==> config.mk <==
export PLATFORM = sky130hd
export DESIGN_NAME = keyvalue_config_tokenizer_flat
export DESIGN_NICKNAME = d
export VERILOG_FILES = /design/src/rtl/kvct_pkg.sv /design/src/rtl/kvct_if.sv /design/src/rtl/kvct_core.sv /design/src/rtl/keyvalue_config_tokenizer.sv /design/src/flat_wrapper.sv
export SDC_FILE = /design/constraint.sdc
export NUM_CORES = 1
export LEC_CHECK = 0
export BUFFER_PORTS_ARGS = -buffer_cell sky130_fd_sc_hd__buf_2
export CORE_MARGIN = 2
export CORE_UTILIZATION = 49
export DETAILED_ROUTE_END_ITERATION = 8
export PLACE_DENSITY = 0.67
export SETUP_SLACK_MARGIN = 0.05
export SKIP_LAST_GASP = 1
export SLEW_MARGIN = 25
export SYNTH_ARGS = -nofsm -noshare
export SYNTH_HDL_FRONTEND = slang
export SYNTH_HIERARCHICAL = 1
export SYNTH_SLANG_ARGS = --single-unit
==> constraint.sdc <==
create_clock -name i_clk -period 3.4 [get_ports i_clk]
set_input_delay 0 -clock i_clk [delete_from_list [all_inputs] [get_ports i_clk]]
set_output_delay 0 -clock i_clk [all_outputs]
set_load 0.02 [all_outputs]
==> src/rtl/kvct_pkg.sv <==
`timescale 1ns / 1ps
// ----------------------------------------------------------------------------
// kvct_pkg
// Shared types, character classes and event codes of the key/value
// configuration tokenizer.
// ----------------------------------------------------------------------------
package kvct_pkg;

    localparam int unsigned MaxEvents = 3;

    localparam logic [7:0] ChTab       = 8'h09;
    localparam logic [7:0] ChNewline   = 8'h0a;
    localparam logic [7:0] ChVtab      = 8'h0b;
    localparam logic [7:0] ChFormfeed  = 8'h0c;
    localparam logic [7:0] ChReturn    = 8'h0d;
    localparam logic [7:0] ChBackspace = 8'h08;
    localparam logic [7:0] ChSpace     = 8'h20;
    localparam logic [7:0] ChDquote    = 8'h22;
    localparam logic [7:0] ChHash      = 8'h23;
    localparam logic [7:0] ChSquote    = 8'h27;
    localparam logic [7:0] ChMinus     = 8'h2d;
    localparam logic [7:0] ChColon     = 8'h3a;
    localparam logic [7:0] ChEquals    = 8'h3d;
    localparam logic [7:0] ChBackslash = 8'h5c;
    localparam logic [7:0] ChCaret     = 8'h5e;
    localparam logic [7:0] ChUnder     = 8'h5f;

    typedef enum logic [2:0] {
        EV_NAME_BYTE  = 3'd0,
        EV_NAME_END   = 3'd1,
        EV_VALUE_BYTE = 3'd2,
        EV_VALUE_END  = 3'd3,
        EV_FINISHED   = 3'd4,
        EV_FAILED     = 3'd5
    } t_ev_kind;

    typedef struct packed {
        t_ev_kind   kind;
        logic [7:0] data;
        logic       last;
    } t_event;

    typedef struct packed {
        logic       step;
        logic [7:0] text_byte;
        logic       end_of_text;
    } t_step_req;

    typedef struct packed {
        t_event [MaxEvents-1:0] ev;
        logic [1:0]             cnt;
    } t_step_res;

    function automatic t_event ev_make(input t_ev_kind kind, input logic [7:0] data);
        t_event e;
        e.kind = kind;
        e.data = data;
        e.last = 1'b0;
        return e;
    endfunction

    function automatic logic is_hspace(input logic [7:0] c);
        return (c == ChTab) || (c == ChSpace);
    endfunction

    function automatic logic is_space(input logic [7:0] c);
        return is_hspace(c) || (c == ChNewline) || (c == ChVtab) ||
               (c == ChFormfeed) || (c == ChReturn) || (c == ChBackspace);
    endfunction

    function automatic logic is_first(input logic [7:0] c);
        return (c == ChUnder) || ((c >= 8'h61) && (c <= 8'h7a)) ||
               ((c >= 8'h41) && (c <= 8'h5a));
    endfunction

    function automatic logic is_name(input logic [7:0] c);
        return is_first(c) || ((c >= 8'h30) && (c <= 8'h39)) ||
               (c == ChColon) || (c == ChCaret) || (c == ChMinus);
    endfunction

endpackage

==> src/rtl/kvct_if.sv <==
`timescale 1ns / 1ps
// ----------------------------------------------------------------------------
// kvct_if
// Valid/ready channels for text bytes in and parse events out.
// ----------------------------------------------------------------------------
interface kvct_text_if;
    logic       valid;
    logic       ready;
    logic [7:0] text_byte;
    logic       end_of_text;

    modport source (output valid, output text_byte, output end_of_text, input ready);
    modport sink   (input valid, input text_byte, input end_of_text, output ready);
endinterface

interface kvct_event_if;
    logic       valid;
    logic       ready;
    logic [2:0] event_kind;
    logic [7:0] event_byte;
    logic       last_event;

    modport source (output valid, output event_kind, output event_byte,
                    output last_event, input ready);
    modport sink   (input valid, input event_kind, input event_byte,
                    input last_event, output ready);
endinterface

==> src/rtl/kvct_core.sv <==
`timescale 1ns / 1ps
// ----------------------------------------------------------------------------
// kvct_core
// Parse state and the per-byte step logic that turns one text byte or the
// end mark into up to three events.
// ----------------------------------------------------------------------------
module kvct_core
    import kvct_pkg::*;
(
    input  logic      i_clk,
    input  logic      i_rst_n,
    input  t_step_req i_req,
    output t_step_res o_res
);

    typedef enum logic [9:0] {
        M_SKIP       = 10'b00_0000_0001,
        M_COMMENT    = 10'b00_0000_0010,
        M_NAME       = 10'b00_0000_0100,
        M_PRE        = 10'b00_0000_1000,
        M_DELIM      = 10'b00_0001_0000,
        M_PLAIN      = 10'b00_0010_0000,
        M_PLAIN_ESC  = 10'b00_0100_0000,
        M_QUOTED     = 10'b00_1000_0000,
        M_QUOTED_ESC = 10'b01_0000_0000,
        M_DONE       = 10'b10_0000_0000
    } t_mode;

    t_mode r_mode, n_mode;
    logic  r_colon, n_colon;
    logic  r_single, n_single;

    always_comb begin
        logic [7:0] c;
        logic [7:0] q;
        logic       do_after;
        logic       am_pre;
        logic [1:0] k;
        t_step_res  res;

        c        = i_req.text_byte;
        q        = r_single ? ChSquote : ChDquote;
        do_after = 1'b0;
        am_pre   = 1'b1;
        k        = 2'd0;
        res      = '0;
        n_mode   = r_mode;
        n_colon  = r_colon;
        n_single = r_single;

        if (i_req.end_of_text) begin
            unique case (r_mode)
                M_DONE: begin
                end
                M_QUOTED_ESC: begin
                    res.ev[0] = ev_make(EV_FAILED, 8'h00);
                    res.cnt   = 2'd1;
                end
                M_NAME: begin
                    res.ev[0] = ev_make(EV_NAME_END, 8'h00);
                    res.ev[1] = ev_make(EV_VALUE_END, 8'h00);
                    res.ev[2] = ev_make(EV_FINISHED, 8'h00);
                    res.cnt   = 2'd3;
                end
                M_PRE, M_DELIM, M_PLAIN, M_PLAIN_ESC, M_QUOTED: begin
                    res.ev[0] = ev_make(EV_VALUE_END, 8'h00);
                    res.ev[1] = ev_make(EV_FINISHED, 8'h00);
                    res.cnt   = 2'd2;
                end
                default: begin
                    res.ev[0] = ev_make(EV_FINISHED, 8'h00);
                    res.cnt   = 2'd1;
                end
            endcase
            n_mode   = M_SKIP;
            n_colon  = 1'b0;
            n_single = 1'b0;
        end else begin
            unique case (r_mode)
                M_DONE: begin
                end
                M_COMMENT: begin
                    if (c == ChNewline) begin
                        n_mode = M_SKIP;
                    end
                end
                M_NAME: begin
                    if (is_name(c)) begin
                        if (r_colon) begin
                            res.ev[0] = ev_make(EV_NAME_BYTE, ChColon);
                            k         = 2'd1;
                        end
                        if (c == ChColon) begin
                            n_colon = 1'b1;
                            res.cnt = k;
                        end else begin
                            n_colon   = 1'b0;
                            res.ev[k] = ev_make(EV_NAME_BYTE, c);
                            res.cnt   = k + 2'd1;
                        end
                    end else begin
                        res.ev[0] = ev_make(EV_NAME_END, 8'h00);
                        res.cnt   = 2'd1;
                        k         = 2'd1;
                        am_pre    = !r_colon;
                        n_colon   = 1'b0;
                        do_after  = 1'b1;
                    end
                end
                M_PRE: begin
                    do_after = 1'b1;
                end
                M_DELIM: begin
                    am_pre   = 1'b0;
                    do_after = 1'b1;
                end
                M_PLAIN: begin
                    if (c == ChBackslash) begin
                        n_mode = M_PLAIN_ESC;
                    end else if (c == ChNewline) begin
                        n_mode    = M_SKIP;
                        res.ev[0] = ev_make(EV_VALUE_END, 8'h00);
                        res.cnt   = 2'd1;
                    end else begin
                        res.ev[0] = ev_make(EV_VALUE_BYTE, c);
                        res.cnt   = 2'd1;
                    end
                end
                M_PLAIN_ESC: begin
                    if (c == ChNewline) begin
                        res.ev[0] = ev_make(EV_VALUE_BYTE, ChNewline);
                        res.cnt   = 2'd1;
                    end
                    n_mode = M_PLAIN;
                end
                M_QUOTED: begin
                    if (c == ChBackslash) begin
                        n_mode = M_QUOTED_ESC;
                    end else if (c == q) begin
                        n_mode    = M_SKIP;
                        n_single  = 1'b0;
                        res.ev[0] = ev_make(EV_VALUE_END, 8'h00);
                        res.cnt   = 2'd1;
                    end else begin
                        res.ev[0] = ev_make(EV_VALUE_BYTE, c);
                        res.cnt   = 2'd1;
                    end
                end
                M_QUOTED_ESC: begin
                    if (c == ChNewline) begin
                        res.ev[0] = ev_make(EV_VALUE_BYTE, ChSpace);
                        res.cnt   = 2'd1;
                    end else if (c == q) begin
                        res.ev[0] = ev_make(EV_VALUE_BYTE, q);
                        res.cnt   = 2'd1;
                    end
                    n_mode = M_QUOTED;
                end
                default: begin
                    n_mode = M_SKIP;
                    if (c == ChHash) begin
                        n_mode = M_COMMENT;
                    end else if (is_space(c)) begin
                        n_mode = M_SKIP;
                    end else if (is_first(c)) begin
                        n_mode    = M_NAME;
                        n_colon   = 1'b0;
                        res.ev[0] = ev_make(EV_NAME_BYTE, c);
                        res.cnt   = 2'd1;
                    end else begin
                        n_mode    = M_DONE;
                        res.ev[0] = ev_make(EV_FINISHED, 8'h00);
                        res.cnt   = 2'd1;
                    end
                end
            endcase

            // Handling of the byte that follows a name or a delimiter.
            if (do_after) begin
                n_mode = am_pre ? M_PRE : M_DELIM;
                if (is_hspace(c)) begin
                    n_mode = am_pre ? M_PRE : M_DELIM;
                end else if (am_pre && ((c == ChColon) || (c == ChEquals))) begin
                    n_mode = M_DELIM;
                end else if (c == ChNewline) begin
                    n_mode    = M_SKIP;
                    res.ev[k] = ev_make(EV_VALUE_END, 8'h00);
                    res.cnt   = k + 2'd1;
                end else if ((c == ChDquote) || (c == ChSquote)) begin
                    n_single = (c == ChSquote);
                    n_mode   = M_QUOTED;
                end else begin
                    n_mode    = M_PLAIN;
                    res.ev[k] = ev_make(EV_VALUE_BYTE, c);
                    res.cnt   = k + 2'd1;
                end
            end
        end

        if (res.cnt != 2'd0) begin
            res.ev[res.cnt - 2'd1].last = 1'b1;
        end
        o_res = res;
    end

    always_ff @(posedge i_clk) begin
        if (!i_rst_n) begin
            r_mode   <= M_SKIP;
            r_colon  <= 1'b0;
            r_single <= 1'b0;
        end else if (i_req.step) begin
            r_mode   <= n_mode;
            r_colon  <= n_colon;
            r_single <= n_single;
        end
    end

endmodule

==> src/rtl/keyvalue_config_tokenizer.sv <==
`timescale 1ns / 1ps
// ----------------------------------------------------------------------------
// keyvalue_config_tokenizer
// Streams configuration text one byte per beat and emits name and value events.
// ----------------------------------------------------------------------------
// An input beat is registered in the input register, parsed and then held in the event buffer.
// Throughput: one input beat per cycle while each byte yields at most one
// event and o_event.ready is high; a byte with more events holds input until its last event is read out.
// Reset clears the parse state to between options, empties the input
// register and the three-entry event buffer.
module keyvalue_config_tokenizer
    import kvct_pkg::*;
(
    input  logic        i_clk,
    input  logic        i_rst_n,
    kvct_text_if.sink   i_text,
    kvct_event_if.source o_event
);

    logic       r_in_valid;
    logic [7:0] r_in_byte;
    logic       r_in_eot;

    t_event [MaxEvents-1:0] r_ev;
    logic [1:0]             r_cnt;

    logic      w_pop;
    logic      w_step;
    t_step_req w_req;
    t_step_res w_res;

    assign w_pop  = (r_cnt != 2'd0) && o_event.ready;
    assign w_step = r_in_valid && ((r_cnt == 2'd0) || ((r_cnt == 2'd1) && o_event.ready));

    assign i_text.ready = !r_in_valid || w_step;

    assign w_req.step        = w_step;
    assign w_req.text_byte   = r_in_byte;
    assign w_req.end_of_text = r_in_eot;

    kvct_core u_core (
        .i_clk   (i_clk),
        .i_rst_n (i_rst_n),
        .i_req   (w_req),
        .o_res   (w_res)
    );

    always_ff @(posedge i_clk) begin
        if (!i_rst_n) begin
            r_in_valid <= 1'b0;
        end else if (i_text.ready) begin
            r_in_valid <= i_text.valid;
        end
    end

    always_ff @(posedge i_clk) begin
        if (i_text.ready && i_text.valid) begin
            r_in_byte <= i_text.text_byte;
            r_in_eot  <= i_text.end_of_text;
        end
    end

    always_ff @(posedge i_clk) begin
        if (!i_rst_n) begin
            r_cnt <= 2'd0;
        end else if (w_step) begin
            r_cnt <= w_res.cnt;
        end else if (w_pop) begin
            r_cnt <= r_cnt - 2'd1;
        end
    end

    always_ff @(posedge i_clk) begin
        if (w_step) begin
            r_ev <= w_res.ev;
        end else if (w_pop) begin
            r_ev[0] <= r_ev[1];
            r_ev[1] <= r_ev[2];
        end
    end

    assign o_event.valid      = (r_cnt != 2'd0);
    assign o_event.event_kind = r_ev[0].kind;
    assign o_event.event_byte = r_ev[0].data;
    assign o_event.last_event = r_ev[0].last;

endmodule
==> src/flat_wrapper.sv <==
// flat-port wrapper written by rule: the top's interface ports become plain ports
module keyvalue_config_tokenizer_flat import kvct_pkg::*;
  (i_clk, i_rst_n, i_text_valid, i_text_text_byte, i_text_end_of_text, i_text_ready, o_event_valid, o_event_event_kind, o_event_event_byte, o_event_last_event, o_event_ready);
  kvct_text_if i_text_i ();
  kvct_event_if o_event_i ();
  input  logic i_clk;
  input  logic i_rst_n;
  input wire logic [$bits(i_text_i.valid)-1:0] i_text_valid;
  input wire logic [$bits(i_text_i.text_byte)-1:0] i_text_text_byte;
  input wire logic [$bits(i_text_i.end_of_text)-1:0] i_text_end_of_text;
  output wire logic [$bits(i_text_i.ready)-1:0] i_text_ready;
  output wire logic [$bits(o_event_i.valid)-1:0] o_event_valid;
  output wire logic [$bits(o_event_i.event_kind)-1:0] o_event_event_kind;
  output wire logic [$bits(o_event_i.event_byte)-1:0] o_event_event_byte;
  output wire logic [$bits(o_event_i.last_event)-1:0] o_event_last_event;
  input wire logic [$bits(o_event_i.ready)-1:0] o_event_ready;
  assign i_text_i.valid = i_text_valid;
  assign i_text_i.text_byte = i_text_text_byte;
  assign i_text_i.end_of_text = i_text_end_of_text;
  assign i_text_ready = i_text_i.ready;
  assign o_event_valid = o_event_i.valid;
  assign o_event_event_kind = o_event_i.event_kind;
  assign o_event_event_byte = o_event_i.event_byte;
  assign o_event_last_event = o_event_i.last_event;
  assign o_event_i.ready = o_event_ready;
  keyvalue_config_tokenizer u_core (.i_clk(i_clk), .i_rst_n(i_rst_n), .i_text(i_text_i), .o_event(o_event_i));
endmodule
==> results of run 1 <==
power by group:
part / internal [mW] / switching, mW
logic: 0.280 / 0.389
registers: 0.978 / 0.0673
clock network: 0.566 / 0.324
total: 1.82 / 0.781
through the flow:
stage	worst slack (ns)	hold slack, ns	util, %	std cells	total power, mW
3_3_place_gp	0.311	0.176	51.9	531	1.71
3_5_place_dp	0.228	0.178	51.9	531	1.72
2_1_floorplan	0.640	0.0989	-	422	1.62
6_report	0.243	0.0759	56.4	557	2.60
5_1_grt	0.0701	0.0844	56.4	557	2.72
4_1_cts	0.236	0.0718	56.4	557	2.62
worst max-delay path, stage by stage, from the launching register on:
cell and delay (ns):
edfxtp_1 0.50, or3b_1 0.49, or3_1 0.51, ha_1 0.32, a21oi_1 0.14, o221ai_1 0.14, o22ai_1 0.26, inv_1 0.13
o311ai_0 0.35, o221ai_1 0.18
final cells by class:
cell class	count	area [um^2]	area share, %
clock buffer	9	124	2.68
clock inverter	7	146	3.17
inverter	15	56.3	1.22
multi-input combinational	304	2120	45.9
sequential	60	1650	35.8
tap	105	131	2.85
timing repair buffer	57	388	8.41
worst paths after layout:
| kind | cells after the start | to | from |
|---|---|---|---|
| max | 9 | u_core/r_cnt[0] | u_core/r_in_byte[6] |
| min | 2 | u_core/u_core/r_single | i_rst_n |
| max reg2reg | 9 | u_core/r_cnt[0] | u_core/r_in_byte[6] |
| min reg2reg | 1 | u_core/o_event.event_byte[5] | u_core/r_ev[18] |
synth_stat cells (3+ instances only):
master,number
edfxtp_1,45
nor2_1,32
nand2_1,29
a21oi_1,22
buf_4,21
mux2_4,17
o21ai_0,16
dfxtp_1,15
inv_1,14
nor3_1,13
and2_1,12
nand3_1,12
nor2b_1,12
clkbuf_1,10
nand4_1,10
mux2_2,8
or3_1,7
a31oi_1,6
buf_2,6
nor4_1,5
a211oi_1,4
buf_6,4
o22ai_1,4
a311oi_1,3
a32o_1,3
and3_1,3
ha_1,3
nand2b_1,3
o211ai_1,3
o21a_1,3
o221ai_1,3
o31a_1,3
or2_2,3
or3b_1,3
xor2_1,3
registers in the layout, summed over array words and instances (netlist names):
signal,cells
u_core/o_event.event_byte,8
u_core/o_event.event_kind,3
u_core/o_event.last_event,1
u_core/r_cnt,2
u_core/r_ev,24
u_core/r_in_byte,8
u_core/r_in_eot,1
u_core/r_in_valid,1
u_core/u_core/r_colon,1
u_core/u_core/r_mode,10
u_core/u_core/r_single,1
layer usage:
| layer | vias to the layer above | GRT usage [%] | share of wire (%) |
|---|---|---|---|
| met4 | 0 | 11.0 | 3.0 |
| met3 | 31 | 5.30 | 6.0 |
| li1 | 1594 | - | - |
| met1 | 1613 | 32.4 | 43 |
| met5 | - | 0 | 0 |
| met2 | 159 | 42.2 | 48 |
kinds of logic after synthesis:
kind of cell | after synthesis | synth area share (%)
XOR/XNOR | 4 | 0.855
AO/OA/AOI/OAI | 97 | 17.2
flip-flops | 60 | 40.3
other | 1 | 0.0915
adder cells (fa/ha/maj) | 3 | 0.916
buffers and inverters | 58 | 8.95
AND/OR/NAND/NOR | 163 | 22.7
multiplexers | 27 | 8.92
repair_timing:
item	4_1_cts	5_1_grt
endpoints found under the setup margin	0	1
resized for setup	0	1
setup buffers	0	0
endpoints found under the hold margin	10	0
hold buffers	10	0
==> impl_metrics.ini, run 1 <==
[cts]
cts_tree = done
insertion_delay_ns = 0.35
clk_pin_slew_ns = 0.08
cts_root_buf = clkbuf_8
numCtsBuffers = 9
clock_sinks = 60
h-tree-depth = 3
clockBufferDepth = 2

[run_status]
status = finished, final reports clean

[die]
io_pins = 27
coreArea_mm2 = 0.00818
die_x_um = 95.4
die-area_mm2 = 0.00911
die_h_um = 95.4
start_util_pct = 50.1
fp-row-count = 33

[power]
p_leak_nw = 1.77
powerDensity_mw_per_mm2 = 565
worst_ir_drop_vdd_v = 0.000338

[sta]
hold_violations = 0
fin_setup_tns_ns = 0
clock.fmax_mhz = 317
period_needed_ns = 3.16
rsz0062_at_grt = no
skew_ns = 0.0137
fin_crit_sh_pct = 92.9
slew_violations = 0
finalSetupViolCount = 0
tightest_slew_ns = 0.684
slew_headroom_pct = 54.4

[logic_synthesis]
synth-seq-cells = 60
ys_warn_count = 6
synthFlopType = edfxtp_1
synth_top_area_share_pct = 33.0
ys_top_cells_by_area = edfxtp_1, dfxtp_1, mux2_4
postSynthAreaPerCell_um2 = 9.92
ys_seq_area_share_pct = 40.3
netlist_area_mm2 = 0.00410
synthCells = 413
yosysTopAreaCell = edfxtp_1
yosysUniqueCellTypes = 77
synth-async-reset-ratio_pct = 0
synth_edf_count = 45

[critical_path]
end_kind = flip-flop
critPathKind = reg -> reg
r2r_slack_ns = 0.24
worstPathArrival_ns = 3.35
cp_data_required_time_ns = 3.60
start_kind = flip-flop
crit_fanout = 7

[global_routing]
grt_pass1_vias = 3287
antenna_found_initial = 0
grtUsageTotal_pct = 25.5
grt_pass1_wl_um = 17100
grt-ovfl-total = 0
grt_max_degree = 29

[route]
vias = 3397
drt_first_pass_iters = 5
drt-total-wl_um = 10900
drc = 0
drt-initial-drc-count = 265
ant_nets = 0
via_per_inst = 6.10
wl_per_cell_um = 19.5

[final_layout]
nFillCells = 723
diodes = 0
fin_nets = 463
final_cell_mix = edfxtp_1, nor2_1, nand2_1
final_common_cell = edfxtp_1
area_growth_pct = 12.6
post_route_cells_drive_above_1_share_pct = 24.1
design_area_mm2 = 0.00461

[job]
max_cap_viol_count = 0

[placed_design]
place.gp.congestion = 0.979
placed_area_mm2 = 0.00424
io_buffers = 26
dp_hpwl_um = 8060

[hold_path]
hold_path.class = in -> reg
Power figures use the tool's default switching activity.
==> run 2: changes to the inputs <==
Settings changed: BUFFER_PORTS_ARGS -buffer_cell sky130_fd_sc_hd__buf_2 to default, DONT_BUFFER_PORTS from default to 1, PLACE_DENSITY 0.67 to default.
==> run 2 against run 1 <==
First-iteration DRC count is 7.2% lower; clock-buffer cell count unchanged; combinational power is 18% lower; non-clock buffer count down 27; sequential share of layout area is 1.4 points higher; core utilization down 2.1 points; critical endpoint is now u_core/o_event.event_byte[0]; largest cell class unchanged; largest power group unchanged.
==> impl_metrics.ini, run 2 (same netlist as run 1, synthesis figures left out) <==
[global_routing]
grt_pass1_vias = 3053
antenna_found_initial = 0
grt_pass1_wl_um = 16400
grt-ovfl-total = 0
grt_max_degree = 29
grtUsageTotal_pct = 24.2

[cts]
cts_tree = done
cts_root_buf = clkbuf_8
numCtsBuffers = 9
insertion_delay_ns = 0.35
h-tree-depth = 3
clockBufferDepth = 2
clk_pin_slew_ns = 0.07
clock_sinks = 60

[sta]
slew_headroom_pct = 48.2
rsz0062_at_grt = no
clock.fmax_mhz = 321
hold_violations = 0
skew_ns = 0.00916
finalSetupViolCount = 0
fin_setup_tns_ns = 0
tightest_slew_ns = 0.775
period_needed_ns = 3.11
fin_ws_ns = 0.285
slew_violations = 0
fin_crit_sh_pct = 91.6

[critical_path]
worstPathArrival_ns = 3.33
start_kind = flip-flop
crit_fanout = 10
cp_data_required_time_ns = 3.62
end_kind = flip-flop
critPathKind = reg -> reg

[route]
via_per_inst = 6.23
wl_per_cell_um = 19.4
vias = 3300
drt-initial-drc-count = 246
drt-total-wl_um = 10300
drt_first_pass_iters = 5
drc = 0
ant_nets = 0

[final_layout]
final_cell_mix = edfxtp_1, nor2_1, nand2_1
fin_util_pct = 54.3
design_area_mm2 = 0.00444
post_route_cells_drive_above_1_share_pct = 19.1
largest_register = u_core/r_ev
fin_nets = 436
final_common_cell = edfxtp_1
area_growth_pct = 8.40
nFillCells = 758
largest_register_ffs = 24
diodes = 0
top_regs = u_core/r_ev x24, u_core/u_core/r_mode x10
instances_no_fill = 530

[power]
clock_power_share_pct = 30.5
p_sw_uw = 755
p_sw_share_pct = 31.5
powerDensity_mw_per_mm2 = 540
pwr-share-comb_pct = 23.0
pwr-share-seq_pct = 46.5
worst_ir_drop_vdd_v = 0.000320
p_leak_nw = 1.64
p_int_mw = 1.64

[hold_path]
hold_path.class = in -> reg

[die]
die_x_um = 95.4
fp-row-count = 33
die-area_mm2 = 0.00911
start_util_pct = 50.1
coreArea_mm2 = 0.00818
io_pins = 27
die_h_um = 95.4

[placed_design]
dp_hpwl_um = 7370
io_buffers = 0
numPlacedInstances = 499
place_ws_ns = 0.295
placed_area_mm2 = 0.00406
place.gp.congestion = 0.956

[run_status]
status = finished, final reports clean

[job]
max_cap_viol_count = 0
[run 2: metal layers]
metal	share of wire [%]	GRT usage [%]	up-vias
li1	-	-	1542
met2	46	37.9	188
met1	44	32.8	1538
met5	0	0	-
met3	8.1	5.69	32
met4	2.7	8.45	0
[run 2: final timing paths]
check	slack [ns]	depth (start not counted)	endpoint	startpoint
min reg2reg	0.55	1	u_core/o_event.event_byte[0]	u_core/r_ev[13]
max reg2reg	0.29	8	u_core/o_event.event_byte[0]	u_core/r_in_byte[5]
min	0.07	3	u_core/r_cnt[1]	o_event_ready
max	0.29	8	u_core/o_event.event_byte[0]	u_core/r_in_byte[5]
[run 2: what timing repair did]
| item | CTS | global route |
|---|---|---|
| setup endpoints to repair | 0 | 5 |
| gates resized for setup | 0 | 2 |
| hold buffers | 12 | 0 |
| endpoints found under the hold margin | 24 | 0 |
| setup buffers | 0 | 3 |
[run 2: worst max-delay path, cell delays in order, from the launching register on]
cell and delay, ns:
edfxtp_1 0.55, or3b_1 0.47, or3b_1 0.42, o31ai_2 0.16, nor2_1 0.14, nor3_1 0.42, a2111oi_0 0.13, nor4b_1 0.45
mux2_2 0.24
[run 2: final cells by class]
cell class	instances	area (um^2)	share of cell area, %
clock buffer	9	124	2.79
clock inverter	7	98.8	2.23
inverter	15	56.3	1.27
multi-input combinational	304	2120	47.8
sequential	60	1650	37.2
tap	105	131	2.96
timing repair buffer	30	255	5.75
[run 2: stage by stage]
stage | hold WS, ns | total power, mW
2_1_floorplan | 0.0989 | 1.62
3_3_place_gp | 0.0989 | 1.65
3_5_place_dp | 0.0989 | 1.66
4_1_cts | 0.0728 | 2.41
5_1_grt | 0.0855 | 2.51
6_report | 0.0669 | 2.40
[run 2: power by group through the flow]
stage | Clock, mW | Combinational (mW) | Sequential (mW)
after floorplan | 0 | 0.582 | 1.04
after global placement | 0 | 0.517 | 1.13
after detailed placement | 0 | 0.521 | 1.14
after CTS | 0.746 | 0.540 | 1.12
after global routing | 0.779 | 0.602 | 1.13
final | 0.731 | 0.551 | 1.12
==> run 3: changes to the inputs <==
--- a/config.mk
+++ b/config.mk
@@ -10,4 +10,5 @@
 export DETAILED_ROUTE_END_ITERATION = 8
 export DONT_BUFFER_PORTS = 1
+export HOLD_SLACK_MARGIN = 0.02
 export SETUP_SLACK_MARGIN = 0.05
 export SKIP_LAST_GASP = 1
==> constraint.sdc (replaced) <==
create_clock -name i_clk -period 3.4 [get_ports i_clk]
set_input_delay 0.17 -clock i_clk [delete_from_list [all_inputs] [get_ports i_clk]]
set_output_delay 0.17 -clock i_clk [all_outputs]
set_load 0.02 [all_outputs]
==> run 3 against run 2 <==
Design area decreased by 0.23%; critical endpoint unchanged; setup slack worse by 0.0035 ns; register-to-register slack about the same; largest cell class unchanged.
==> impl_metrics.ini, run 3 (same netlist as run 1, synthesis figures left out) <==
[sta]
tightest_slew_ns = 0.696
slew_headroom_pct = 53.4
slew_violations = 0
clock.fmax_mhz = 321
whs_ns = 0.0232
period_needed_ns = 3.12
skew_ns = 0.00907
fin_ws_ns = 0.282
fin_setup_tns_ns = 0
finalSetupViolCount = 0
rsz0062_at_grt = no
fin_crit_sh_pct = 91.7
hold_violations = 0

[placed_design]
dp_hpwl_um = 7370
place_ws_ns = 0.295
io_buffers = 0
place.gp.congestion = 0.956

[power]
power_mw = 2.40
p_leak_nw = 1.63
powerDensity_mw_per_mm2 = 542
worst_ir_drop_vdd_v = 0.000316

[critical_path]
crit_slowest_cell = edfxtp_1
crit_end = u_core/o_event.event_byte[0]
start_kind = flip-flop
critPathLaunch = u_core/r_in_byte[6]
r2r_slack_ns = 0.28
crit_chain = or3b_1 -> or3b_1 -> o31ai_2 -> nor2_1 -> nor3_1 -> a2111oi_0 -> nor4b_1 -> mux2_2
r2r-end = u_core/o_event.event_byte[0]
cp_data_required_time_ns = 3.62
cpPeakStageDelay_ns = 0.51
crit_fanout = 7
worstPathArrival_ns = 3.33
critPathKind = reg -> reg
rr_worst_depth = 8
timing.rr.start = u_core/r_in_byte[6]
cp_common_cell = or3b_1
end_kind = flip-flop

[global_routing]
grtUsageTotal_pct = 24.3
antenna_found_initial = 0
grt_pass1_vias = 3043
grt_max_degree = 29
grt-ovfl-total = 0
grt_pass1_wl_um = 16500

[die]
start_util_pct = 50.1
coreArea_mm2 = 0.00818
die-area_mm2 = 0.00911
die_h_um = 95.4
die_x_um = 95.4
io_pins = 27
fp-row-count = 33

[route]
wl_met3_um = 788
via_per_inst = 6.28
drt_first_pass_iters = 5
drc = 0
drt-initial-drc-count = 337
wl_per_cell_um = 19.7
top_layer = met4
drt-total-wl_um = 10400
met2_length_um = 4800
m1WireLength_um = 4560
vias = 3320
ant_nets = 0

[final_layout]
nFillCells = 757
final_cell_mix = edfxtp_1, nor2_1, nand2_1
largest_register_ffs = 24
post_route_cells_drive_above_1_share_pct = 19.1
final_common_cell = edfxtp_1
largest_register = u_core/r_ev
area_growth_pct = 8.16
fin_nets = 435
fin_util_pct = 54.2
diodes = 0
top_regs = u_core/r_ev x24, u_core/u_core/r_mode x10

[hold_path]
hold_path.class = in -> reg

[cts]
numCtsBuffers = 9
insertion_delay_ns = 0.35
clock_sinks = 60
clk_pin_slew_ns = 0.07
cts_tree = done
h-tree-depth = 3
clockBufferDepth = 2
cts_root_buf = clkbuf_8

[run_status]
status = finished, final reports clean

[job]
max_cap_viol_count = 0
[run 3: changes by cell type in the layout (fill, tap and decap cells not counted), sizes merged]
cell / change
dlygate4sd3: -1
[run 3: layer usage]
layer	track usage (%)	vias to the layer above
met3	5.69	36
met1	33.2	1571
met4	8.45	0
li1	-	1541
met5	0	-
met2	38.0	172
[run 3: worst min-delay path by stage]
stage | cells past startpoint | to | startpoint | slack, ns
5_1_grt | 2 | u_core/r_cnt[0] | i_rst_n | 0.06
3_5_place_dp | 0 | u_core/r_in_byte[7] | i_text_text_byte[7] | 0.27
6_report | 2 | u_core/r_cnt[0] | i_rst_n | 0.02
2_1_floorplan | 0 | u_core/r_in_byte[0] | i_text_text_byte[0] | 0.27
3_3_place_gp | 0 | u_core/r_in_byte[4] | i_text_text_byte[4] | 0.27
4_1_cts | 2 | u_core/r_cnt[0] | i_rst_n | 0.02
[run 3: repair_timing]
action,CTS,global route
setup endpoints to repair,0,5
resized for setup,0,2
buffers inserted,0,3
hold endpoints to repair,23,0
hold buffers,11,0
[run 3: critical path: cells and delay by family (launching register included)]
family | cells | cell delay (ns)
compound gates | 2 | 0.28
mux | 1 | 0.24
flops | 1 | 0.51
simple gates | 5 | 1.94
[run 3: where the power goes]
part / leakage, nW / internal [mW] / switching [mW]
logic: 0.970 / 0.242 / 0.308
clock network: 0.110 / 0.417 / 0.317
registers: 0.553 / 0.983 / 0.134
[run 3: area by class of cell]
| class | count | area [um^2] | share of cell area [%] |
|---|---|---|---|
| well taps | 105 | 131 | 2.97 |
| multi-input cells | 304 | 2120 | 47.9 |
| flip-flops and latches | 60 | 1650 | 37.3 |
| clock inverters | 7 | 98.8 | 2.23 |
| repair buffers | 29 | 245 | 5.54 |
| inverters | 15 | 56.3 | 1.27 |
| clock buffers | 9 | 124 | 2.80 |
[run 3: per-stage QoR]
stage               cell area, um^2  instances
floorplan                      4130        422
global placement               4060        499
global route                   4430        529
detailed placement             4060        499
CTS                            4400        526
finish                         4430        529
